===== config.mk =====
export PLATFORM = sky130hd
export DESIGN_NAME = status_frame_decoder
export DESIGN_NICKNAME = d
export VERILOG_FILES = /design/src/rtl/core/sfd_pkg.sv /design/src/rtl/core/sfd_decode.sv /design/src/rtl/core/status_frame_decoder.sv
export SDC_FILE = /design/constraint.sdc
export NUM_CORES = 1
export LEC_CHECK = 0
export BUFFER_PORTS_ARGS = -buffer_cell sky130_fd_sc_hd__buf_2
export CAP_MARGIN = 30
export CORE_MARGIN = 1.5
export CORE_UTILIZATION = 25
export CTS_CLUSTER_DIAMETER = 60
export DETAILED_ROUTE_END_ITERATION = 8
export GPL_TIMING_DRIVEN = 0
export PLACE_DENSITY = 0.39
export SYNTH_ARGS = -nofsm -noshare
export SYNTH_HDL_FRONTEND = slang
export SYNTH_SLANG_ARGS = --single-unit

===== constraint.sdc =====
create_clock -name i_clk -period 5.6 [get_ports i_clk]
set_input_delay 0.84 -clock i_clk [delete_from_list [all_inputs] [get_ports i_clk]]
set_output_delay 0.84 -clock i_clk [all_outputs]
set_load 0.05 [all_outputs]

===== src/rtl/core/sfd_pkg.sv =====
// Shared types and constants of the status frame decoder.
package sfd_pkg;

    localparam int unsigned BYTE_W           = 8;
    localparam int unsigned WORD_W           = 16;
    localparam int unsigned MAX_SENSOR_PORTS = 4;
    localparam int unsigned SENSOR_PORTS_DEF = 4;
    localparam int unsigned BATT_W           = 14;
    localparam int unsigned RAW_W            = 10;
    localparam int unsigned SCALE_W          = 12;
    localparam int unsigned PROD_W           = RAW_W + SCALE_W;
    localparam int unsigned MV_SHIFT         = 8;

    localparam logic [BYTE_W-1:0]  CHECK_GOOD     = 8'hFF;
    localparam logic [BYTE_W-1:0]  FAIL_MAX       = 8'hFF;
    localparam logic [BYTE_W-1:0]  FAIL_LIMIT_RST = 8'd3;

    localparam logic [WORD_W-1:0]  THR_OK     = 16'd1023;
    localparam logic [WORD_W-1:0]  THR_CANCEL = 16'd720;
    localparam logic [WORD_W-1:0]  THR_RIGHT  = 16'd270;
    localparam logic [WORD_W-1:0]  THR_LEFT   = 16'd60;
    localparam logic [SCALE_W-1:0] BATT_SCALE = 12'd3545;

    typedef enum logic [2:0] {
        BTN_NONE   = 3'd0,
        BTN_LEFT   = 3'd1,
        BTN_RIGHT  = 3'd2,
        BTN_CANCEL = 3'd3,
        BTN_OK     = 3'd4
    } t_button;

    typedef struct packed {
        t_button           button;
        logic              supply_aa;
        logic [BATT_W-1:0] battery_mv;
        logic [1:0]        version_major;
        logic [2:0]        version_minor;
    } t_status;

endpackage


===== src/rtl/core/sfd_decode.sv =====
// Field decode of a stored status frame: sensor words, button class and status word.
module sfd_decode #(
    parameter int unsigned SENSOR_PORTS = sfd_pkg::SENSOR_PORTS_DEF
) (
    input  logic [sfd_pkg::BYTE_W-1:0] i_store [2*SENSOR_PORTS+4],
    output logic [sfd_pkg::WORD_W-1:0] o_sensor [SENSOR_PORTS],
    output sfd_pkg::t_status           o_status
);
    import sfd_pkg::*;

    localparam int unsigned BTN_AT  = 2 * SENSOR_PORTS;
    localparam int unsigned STAT_AT = 2 * SENSOR_PORTS + 2;

    logic [WORD_W-1:0]  btn_word;
    logic [WORD_W-1:0]  stat_word;
    logic [PROD_W-1:0]  batt_prod;

    for (genvar g = 0; g < SENSOR_PORTS; g++) begin : g_sensor
        assign o_sensor[g] = {i_store[2*g+1], i_store[2*g]};
    end

    assign btn_word  = {i_store[BTN_AT+1], i_store[BTN_AT]};
    assign stat_word = {i_store[STAT_AT+1], i_store[STAT_AT]};
    assign batt_prod = PROD_W'(stat_word[RAW_W-1:0]) * PROD_W'(BATT_SCALE);

    always_comb begin
        priority if (btn_word > THR_OK) begin
            o_status.button = BTN_OK;
        end else if (btn_word > THR_CANCEL) begin
            o_status.button = BTN_CANCEL;
        end else if (btn_word > THR_RIGHT) begin
            o_status.button = BTN_RIGHT;
        end else if (btn_word > THR_LEFT) begin
            o_status.button = BTN_LEFT;
        end else begin
            o_status.button = BTN_NONE;
        end
        o_status.supply_aa     = stat_word[15];
        o_status.version_major = stat_word[14:13];
        o_status.version_minor = stat_word[12:10];
        o_status.battery_mv    = batt_prod[MV_SHIFT +: BATT_W];
    end

endmodule


===== src/rtl/core/status_frame_decoder.sv =====
// Top level of the status frame decoder.
//
// The decoder takes a status frame of 2*SENSOR_PORTS+5 bytes (13 by default), one byte
// per item, with i_frame_start marking the first byte. A byte without i_frame_start while
// no frame is open is dropped, and a new start abandons any partial frame. The bytes are
// summed modulo 256 as they arrive and all but the checksum byte are kept in a small
// register file. When the last byte is accepted, the stored frame is decoded by short
// logic (one 10 x 12 bit multiply for the battery scale) straight into the held output
// registers, and one result item appears on the next cycle. A good frame (sum 0xFF)
// reloads the held readings and clears the failure count; a bad frame leaves them alone
// and counts up, saturating at 255, and reaching fail_limit flags link_lost and clears
// the count. The held output registers double as the result buffer, so o_stall rises
// only while a result is still waiting and the open frame stands at its checksum byte;
// otherwise the input takes one byte every cycle regardless of the output side.
// fail_limit is written through the configuration port, which is always ready.
module status_frame_decoder #(
    parameter int unsigned SENSOR_PORTS = sfd_pkg::SENSOR_PORTS_DEF
) (
    input  logic                        i_clk,
    input  logic                        i_rst_n,
    // configuration
    input  logic                        i_cfg_valid,
    output logic                        o_cfg_ready,
    input  logic [sfd_pkg::BYTE_W-1:0]  i_cfg_data,
    // input items
    input  logic                        i_valid,
    output logic                        o_stall,
    input  logic [sfd_pkg::BYTE_W-1:0]  i_rx_byte,
    input  logic                        i_frame_start,
    // result items
    output logic                        o_valid,
    input  logic                        i_stall,
    output logic [sfd_pkg::WORD_W-1:0]  o_sensor_a,
    output logic [sfd_pkg::WORD_W-1:0]  o_sensor_b,
    output logic [sfd_pkg::WORD_W-1:0]  o_sensor_c,
    output logic [sfd_pkg::WORD_W-1:0]  o_sensor_d,
    output logic [2:0]                  o_button,
    output logic                        o_supply_aa,
    output logic [sfd_pkg::BATT_W-1:0]  o_battery_mv,
    output logic [1:0]                  o_version_major,
    output logic [2:0]                  o_version_minor,
    output logic                        o_frame_good,
    output logic                        o_link_lost
);
    import sfd_pkg::*;

    localparam int unsigned FRAME_LEN = 2 * SENSOR_PORTS + 5;
    localparam int unsigned STORE_LEN = FRAME_LEN - 1;
    localparam int unsigned POS_W     = $clog2(FRAME_LEN);
    localparam logic [POS_W-1:0] LAST_POS = POS_W'(FRAME_LEN - 1);

    // Frame assembly state.
    logic [POS_W-1:0]  r_pos,   n_pos;
    logic [BYTE_W-1:0] r_sum,   n_sum;
    logic [BYTE_W-1:0] r_store [STORE_LEN];

    // Link supervision.
    logic [BYTE_W-1:0] r_fail_limit;
    logic [BYTE_W-1:0] r_fail_cnt, n_fail_cnt;

    // Held values, which are also the result payload.
    logic [WORD_W-1:0] r_sensor [MAX_SENSOR_PORTS];
    t_status           r_status;
    logic              r_good, r_lost;
    logic              r_out_valid, n_out_valid;

    // Decode of the stored frame.
    logic [WORD_W-1:0] dec_sensor [SENSOR_PORTS];
    t_status           dec_status;

    logic              in_take;
    logic              in_active;
    logic [POS_W-1:0]  pos_eff;
    logic [BYTE_W-1:0] sum_new;
    logic              is_last;
    logic              frame_ok;
    logic [BYTE_W-1:0] fail_inc;
    logic              fail_hit;

    sfd_decode #(
        .SENSOR_PORTS (SENSOR_PORTS)
    ) u_decode (
        .i_store  (r_store),
        .o_sensor (dec_sensor),
        .o_status (dec_status)
    );

    // A byte can only produce a result when it is the last of an open frame, so the
    // input is held back only in that case while the previous result is unread.
    assign o_stall     = r_out_valid && i_stall && (r_pos == LAST_POS);
    assign in_take     = i_valid && !o_stall;
    assign o_cfg_ready = 1'b1;

    always_comb begin
        in_active = i_frame_start || (r_pos != '0);
        pos_eff   = i_frame_start ? '0 : r_pos;
        sum_new   = (i_frame_start ? '0 : r_sum) + i_rx_byte;
        is_last   = in_take && in_active && (pos_eff == LAST_POS);
        frame_ok  = (sum_new == CHECK_GOOD);

        fail_inc  = (r_fail_cnt == FAIL_MAX) ? r_fail_cnt : r_fail_cnt + BYTE_W'(1);
        fail_hit  = (fail_inc >= r_fail_limit);

        n_pos      = r_pos;
        n_sum      = r_sum;
        n_fail_cnt = r_fail_cnt;
        if (in_take && in_active) begin
            if (is_last) begin
                n_pos = '0;
                n_sum = '0;
                if (frame_ok) begin
                    n_fail_cnt = '0;
                end else begin
                    n_fail_cnt = fail_hit ? '0 : fail_inc;
                end
            end else begin
                n_pos = pos_eff + POS_W'(1);
                n_sum = sum_new;
            end
        end

        n_out_valid = is_last || (r_out_valid && i_stall);
    end

    always_ff @(posedge i_clk) begin
        if (!i_rst_n) begin
            r_pos        <= '0;
            r_sum        <= '0;
            r_fail_cnt   <= '0;
            r_fail_limit <= FAIL_LIMIT_RST;
            r_out_valid  <= 1'b0;
            r_good       <= 1'b0;
            r_lost       <= 1'b0;
            r_status     <= '{button: BTN_NONE, default: '0};
        end else begin
            r_pos       <= n_pos;
            r_sum       <= n_sum;
            r_fail_cnt  <= n_fail_cnt;
            r_out_valid <= n_out_valid;
            if (i_cfg_valid && o_cfg_ready) begin
                r_fail_limit <= i_cfg_data;
            end
            if (is_last) begin
                r_good <= frame_ok;
                r_lost <= !frame_ok && fail_hit;
                if (frame_ok) begin
                    r_status <= dec_status;
                end
            end
        end
    end

    // Frame bytes other than the checksum; no reset is needed as every entry is
    // written before a frame can complete.
    for (genvar g = 0; g < STORE_LEN; g++) begin : g_store
        always_ff @(posedge i_clk) begin
            if (in_take && in_active && !is_last && (pos_eff == POS_W'(g))) begin
                r_store[g] <= i_rx_byte;
            end
        end
    end

    // Held sensor readings; ports beyond SENSOR_PORTS stay at zero.
    for (genvar g = 0; g < MAX_SENSOR_PORTS; g++) begin : g_held
        if (g < SENSOR_PORTS) begin : g_used
            always_ff @(posedge i_clk) begin
                if (!i_rst_n) begin
                    r_sensor[g] <= '0;
                end else if (is_last && frame_ok) begin
                    r_sensor[g] <= dec_sensor[g];
                end
            end
        end else begin : g_unused
            always_ff @(posedge i_clk) begin
                r_sensor[g] <= '0;
            end
        end
    end

    assign o_valid         = r_out_valid;
    assign o_sensor_a      = r_sensor[0];
    assign o_sensor_b      = r_sensor[1];
    assign o_sensor_c      = r_sensor[2];
    assign o_sensor_d      = r_sensor[3];
    assign o_button        = r_status.button;
    assign o_supply_aa     = r_status.supply_aa;
    assign o_battery_mv    = r_status.battery_mv;
    assign o_version_major = r_status.version_major;
    assign o_version_minor = r_status.version_minor;
    assign o_frame_good    = r_good;
    assign o_link_lost     = r_lost;

    // The byte counter never runs past the checksum position.
    a_pos_range: assert property (@(posedge i_clk) disable iff (!i_rst_n)
        r_pos <= LAST_POS)
        else $error("byte position beyond frame end");

    // Closing a frame always leaves a result waiting on the next cycle.
    a_result_follows: assert property (@(posedge i_clk) disable iff (!i_rst_n)
        (in_take && !i_frame_start && r_pos == LAST_POS) |=> (o_valid && r_pos == '0))
        else $error("completed frame gave no result");

    // A good frame never reports a lost link.
    a_good_not_lost: assert property (@(posedge i_clk) disable iff (!i_rst_n)
        o_valid |-> !(o_frame_good && o_link_lost))
        else $error("good frame flagged link lost");

    // After a good frame or a link restart the failure count is zero.
    a_count_cleared: assert property (@(posedge i_clk) disable iff (!i_rst_n)
        (o_valid && (o_frame_good || o_link_lost)) |-> (r_fail_cnt == '0))
        else $error("failure count not cleared");

endmodule


==> Word-level counts from Yosys, hierarchy flattened <==
Memory sizes are Yosys's and may differ from the RTL's.
Index checks and enable logic that the tools add are counted.
Widths: inputs -> output; s select.
{ "op_classes": {"addsub": 3, "mul": 1, "magnitude_cmp": 5, "eq_ne": 15, "mux": 19, "bitwise": 4, "n_reduce_logical": 29} }
{ "ops": {"columns": ["operator", "n"], "rows": [
  ["$mux 16", 4],
  ["$mux 8", 5],
  ["$gt 16x10->1 const B", 2],
  ["$eq 4x4->1 const B", 6],
  ["$mul 10x12->22 const B", 1],
  ["$logic_and 1x1->1", 20],
  ["$eq 4x3->1 const B", 4],
  ["$eq 8x8->1 const B", 2],
  ["$gt 16x6->1 const B", 1],
  ["$gt 16x9->1 const B", 1],
  ["$mux 3", 3],
  ["$add 8x1->8 const B", 1],
  ["$add 8x8->8", 1],
  ["$eq 4x2->1 const B", 2],
  ["$ge 8x8->1", 1],
  ["$mux 4", 2],
  ["$mux 1", 5],
  ["$add 4x1->4 const B", 1],
  ["$eq 4x1->1 const B", 1],
  ["$logic_not 4->1", 1],
  ["$or 1x1->1", 4],
  ["$reduce_and 2->1", 2],
  ["$reduce_bool 4->1", 1],
  ["$logic_not 1->1", 3],
  ["$logic_or 1x1->1", 2]
]} }
{ "totals": {"regBits": 150, "ram_bits": 64, "inputBits": 22, "output_inout_bits": 92, "elab_cells": 101, "memories": 1} }
{ "mem_list": {"columns": ["memory", "depth", "width", "rd", "rd_clocked_by_memory_dff", "wr", "line", "source"], "rows": [
  ["r_sensor", 4, 16, 4, 0, 4, "status_frame_decoder.sv:62", "logic [WORD_W-1:0] r_sensor [MAX_SENSOR_PORTS];"]
]} }

==> Longest topological paths before layout <==
{ "logic_depth": {"ltp_word": 11, "mapped_depth": 18, "ltp_nobuf": 17} }

==> Modules after synthesis <==
From an unflattened synthesis, not the netlist that was laid out.
{ "unflattened": {"cells_unflattened": 943, "hier_area_um2": 11413.4} }
{ "by_module_without_submodules": {"columns": ["module", "n_inst", "cells_each", "area_per_inst_um2", "seq_area_each_um2"], "rows": [
  ["status_frame_decoder", 1, 581, 8318.0, 5885.6],
  ["sfd_decode", 1, 362, 3095.5, 0.0]
]} }

==> Worst setup path before layout <==
No wires, ideal clock.
{ "synth_timing": {"path_type": "input-to-reg", "start": "in i_frame_start", "end": "mem r_sensor[0][0], enable pin", "setup_time_ps": 418, "arrival_ps": 4339, "required_ps": 5182, "path_slack_ps": 843, "path_stages": 13, "n_path_buf": 3, "cell_sequence": "clkbuf_1 > clkbuf_1 > nor2b_1 > ha_1 > fa_1 > nand3_1 > a21boi_0 > nor3_1 > nor3b_1 > nor3_4 > a21oi_2 > buf_6 > inv_1"} }
{ "synth_lines": {"columns": ["item", "line", "source"], "rows": [
  ["start: declaration", "status_frame_decoder.sv:29", "input logic i_frame_start,"],
  ["end: declaration", "status_frame_decoder.sv:62", null]
]} }

==> Final worst setup path <==
{ "layout_timing": {"start": "reg r_store[9] (netlist name)", "end": "reg r_status, in the netlist o_battery_mv[11]"} }
{ "layout_between": {"elab_chain_len": 1} }
{ "layout_rtl": {"columns": ["item", "line", "source"], "rows": [
  ["start: declaration", "status_frame_decoder.sv:55", "logic [BYTE_W-1:0] r_store [STORE_LEN];"],
  ["start signal: indexed assignment", "status_frame_decoder.sv:158", "r_store[g] <= i_rx_byte;"],
  ["$mul 10x12->22", "sfd_decode.sv:24", "assign batt_prod = PROD_W'(stat_word[RAW_W-1:0]) * PROD_W'(BATT_SCALE);"],
  ["end signal: assignment", "status_frame_decoder.sv:147", "r_status <= dec_status;"],
  ["end: declaration", "status_frame_decoder.sv:63", "t_status r_status;"]
]} }
No other way between the ends.
A chain may end at the register's enable or synchronous reset.

==> results.ini <==
[sta]
final_critical_path_setup_slack_ns = 0.4138
timing.final.setup_violations = 0
timing.hold.ws_ns = 0.4474
final.period_utilization_pct = 92.61
final_hold_viols = 0
setup_repair_after_global_routing_missed_its_margin = no
post_layout_min_period_ns = 5.186
setup_tns_ns = 0
max_freq_mhz = 192.8
fin_worst_skew_ns = 0.01606
max_slew.worst_pin.slew_ns = 0.8612
relSlewSlack_pct = 42.58
finalMaxSlewViolations = 0

[synthesis]
prevailing_post_synth_register_cell = edfxtp_1
syn_nets = 975
synth_register_bits = 214
synth_cell_type_count = 59
post_synth.cell_area_avg_um2 = 12.67
gate_count_of_the_mapped_netlist = 833
synthesis.area_um2 = 10550
synth_sequential_area_ratio_pct = 55.77
synth_warn = 0
synth_edf_count = 160
async_reset_ff_share_pct = 0

[drt]
dr_total_vias = 6615
drtPass1Iterations = 4
drc = 0
routedWlPerCell_um = 16.75
avgViaCountPerCell = 4.307
wirelength_um = 25730
ant_nets = 0
initialDrtViolationCount = 334

[hold_path]
min-delay-path-class = flop to flop
worstHoldEndpoint = r_sum[0]
worstHoldStart = r_sum[0]
timing.hold.worst_path_depth = 2

[placed_design]
gp_congestion = 0.7372
port_buffers = 110
preCtsSetupSlack_ns = 0.1574
place.detailed.instances = 1482
detailedPlacementHpwl_um = 18220

[clock_network]
clock_latency_on_the_worst_skew_pair_ns = 0.56
path_clk_slew_ns = 0.06
cts_made_buffers = 29
tritoncts = done
cts_setup_buffers = 0
cts.sinks = 214
htree_levels = 1
cts-root-to-sink-buffers = 3
cts_root_buf = clkbuf_16
cts.hold.buffers_added = 0

[finish]
instances_no_fill = 1536
multi_input_comb_area_um2 = 4180
fillerInstances = 4289
finalNetCount = 1116
fin_util_pct = 30.51
seq_area_um2 = 5886
antennaDiodeCount = 0
final_layout_size_suffix_gt1_share_pct = 17.25
areaGrowthSynthToFinish_pct = 20.72

[worst_setup_path]
critical_path.reg2reg.endpoint = o_battery_mv[11]
worst_setup_path_class = flop to flop
timing.critical_path.cells = fa_1 > inv_1 > fa_1 > inv_1 > fa_1 > inv_1 > fa_1 > inv_1 > fa_1 > ha_1 > a21oi_1 > o21ai_0 > a32o_1 > or2_2 > nor4_1 > a2111oi_0 > a22o_1
timing.critical_path.slowest_stage_cell = fa_1
r2r-start = r_store[9]
path_common_cell = fa_1
cp.required_ns = 6.05
critical_path_arrival_ns = 5.63
timing.critical_path.slowest_cell_delay_ns = 0.56
worst-path-max-fanout = 5
worst_setup_path_end_kind = flop
ff2ff_path_depth = 17
regToRegSetupSlack_ns = 0.41
timing.critical_path.from_type = flop

[run]
max_cap_viol_count = 0

[status]
outcome = finished, final reports clean

[global_route]
globalRouteTotalUtil_pct = 12.04
remaining_global_route_overflow = 0
grt_pass1_vias = 6828
grt_max_degree = 65
grt_antenna_before_repair = 0
grt_first_pass_wirelength_um = 40220

[floorplanning]
floorplan.initialDensity_pct = 25.27
std_cell_rows = 75
height_of_the_die_um = 208.5
floorplan.io_pins = 114
die_area_um2 = 43460
die_x_um = 208.5
floorplan.core_area_um2 = 41760

[pwr]
total_switching_power_w = 0.0008824
p_clk_share_pct = 48.7
total_leakage_power_nw = 5.529
power_density_over_the_cells_nw_per_um2 = 295.8
power_report.internal_total_w = 0.002886
pwr-share-comb_pct = 5.1
sequentialPowerShare_pct = 46.2
p_sw_share_pct = 23.42
max-vdd-ir-drop_mv = 0.1933

how the worst max path moves through the flow:
stage	start	endpoint	slack [ns]	cells past startpoint
after CTS	r_store[12]	o_battery_mv[10]	0.10	17
after global routing	r_store[9]	o_battery_mv[11]	0.12	17
final	r_store[9]	o_battery_mv[11]	0.41	17
after global placement	i_frame_start	r_sensor[3][13]	-1.10	12
after floorplan	i_frame_start	r_sensor[0][0]	0.84	13
after detailed placement	r_store[12]	o_battery_mv[10]	0.16	17
power by group through the flow:
stage | Combinational, W | Clock, W | Sequential [W]
after global routing | 0.000208 | 0.00196 | 0.00174
after detailed placement | 0.000195 | 0 | 0.00178
final | 0.000191 | 0.00184 | 0.00174
after CTS | 0.000196 | 0.00190 | 0.00174
after floorplan | 0.0000692 | 0 | 0.00183
after global placement | 0.000194 | 0 | 0.00178
repair_timing:
action	CTS	global route
endpoints found under the setup margin	0	3
hold endpoints to repair	0	0
gates resized for setup	0	1
Yosys cell counts, drive strengths merged (2+ instances only):
library cell / n / area (um2)
o211a: 2 / 20.02
a31oi: 2 / 12.51
nor3: 12 / 71.32
a32o: 2 / 20.02
inv: 83 / 311.6
fa: 40 / 800.8
ha: 80 / 1001
o31ai: 3 / 32.53
nand4: 6 / 37.54
and2: 16 / 100.1
o21ai: 16 / 80.08
a21o: 6 / 45.04
xor2: 10 / 87.58
xnor2: 16 / 140.1
nand2: 42 / 157.7
buf: 10 / 93.84
a211oi: 2 / 20.02
nor3b: 4 / 30.03
a21oi: 38 / 193.9
o21bai: 2 / 15.01
nand2b: 7 / 43.79
a22oi: 2 / 15.01
nor2: 41 / 161.4
a22o: 28 / 245.2
dfxtp: 54 / 1081
nand3: 17 / 90.09
nor4: 4 / 25.02
edfxtp: 160 / 4805
mux2i: 9 / 90.09
and3: 67 / 419.2
a21boi: 3 / 22.52
nor2b: 10 / 62.56
clkbuf: 22 / 82.58
layout by cell type, fill, tap and decap left out, drive strengths merged, types with 3 or more instances in the layout:
cell type,netlist,final
buf,10,120
mux2i,9,9
nor3,12,12
bufinv,0,3
a21boi,3,3
clkinv,0,7
inv,83,88
a22o,28,28
nor4,4,4
o31ai,3,3
nor3b,4,4
and2,16,16
a21o,6,6
nand3,17,17
nor2,41,41
xor2,10,10
nand4,6,6
and3,67,67
ha,80,80
fa,40,40
nand2,42,42
xnor2,16,16
o21ai,16,16
dfxtp,54,54
nor2b,10,10
nand2b,7,7
a21oi,38,38
clkbuf,22,60
edfxtp,160,160
layout make-up:
class                   instances  share of cell area, %
inverters                      83                  2.465
clock buffers                  38                  5.961
clock inverters                16                  1.571
flip-flops and latches        214                  46.19
repair buffers                110                  4.321
multi-input cells             504                  32.81
plain buffers                  32                  1.385
well taps                     539                  5.293
through the flow:
step                power, W  cell area (um2)
floorplan           0.001901            10550
global placement    0.001970            11780
detailed placement  0.001971            11780
CTS                 0.003841            12740
global route        0.003913            12740
finish              0.003768            12740
registers in the layout, indices dropped and copies added, names as in the netlist:
register,count
r_fail_limit,8
o_valid,1
o_battery_mv,14
o_supply_aa,1
o_version_minor,3
o_button,3
o_version_major,2
r_sensor,64
r_store,96
o_frame_good,1
o_link_lost,1
r_sum,8
r_fail_cnt,8
r_pos,4
routing by layer:
metal | track usage, % | up-vias | part of all wire (%)
met4 | 3.801 | 0 | 2.2
li1 | - | 3282 | -
met1 | 16.31 | 3192 | 47
met3 | 2.189 | 41 | 3.8
met2 | 19.47 | 100 | 47
met5 | 0 | - | 0
cell families after synthesis:
kind of cell	count (synthesis)	synth area share, %
simple gates	232	11.80
flops	214	55.77
fa+ha+maj	120	17.07
compound gates	116	7.694
buf+inv	115	4.624
xor+xnor	26	2.158
mux	9	0.8536
other cells	1	0.03553
critical path, delay by kind of cell, from the launching register on:
kind            cells  cell delay [ns]
fa+ha+maj           6             2.76
compound gates      5             1.04
simple gates        2             0.54
flops               1             0.48
buf+inv             4             0.24
No activity file was read; power rests on OpenSTA's default activity.
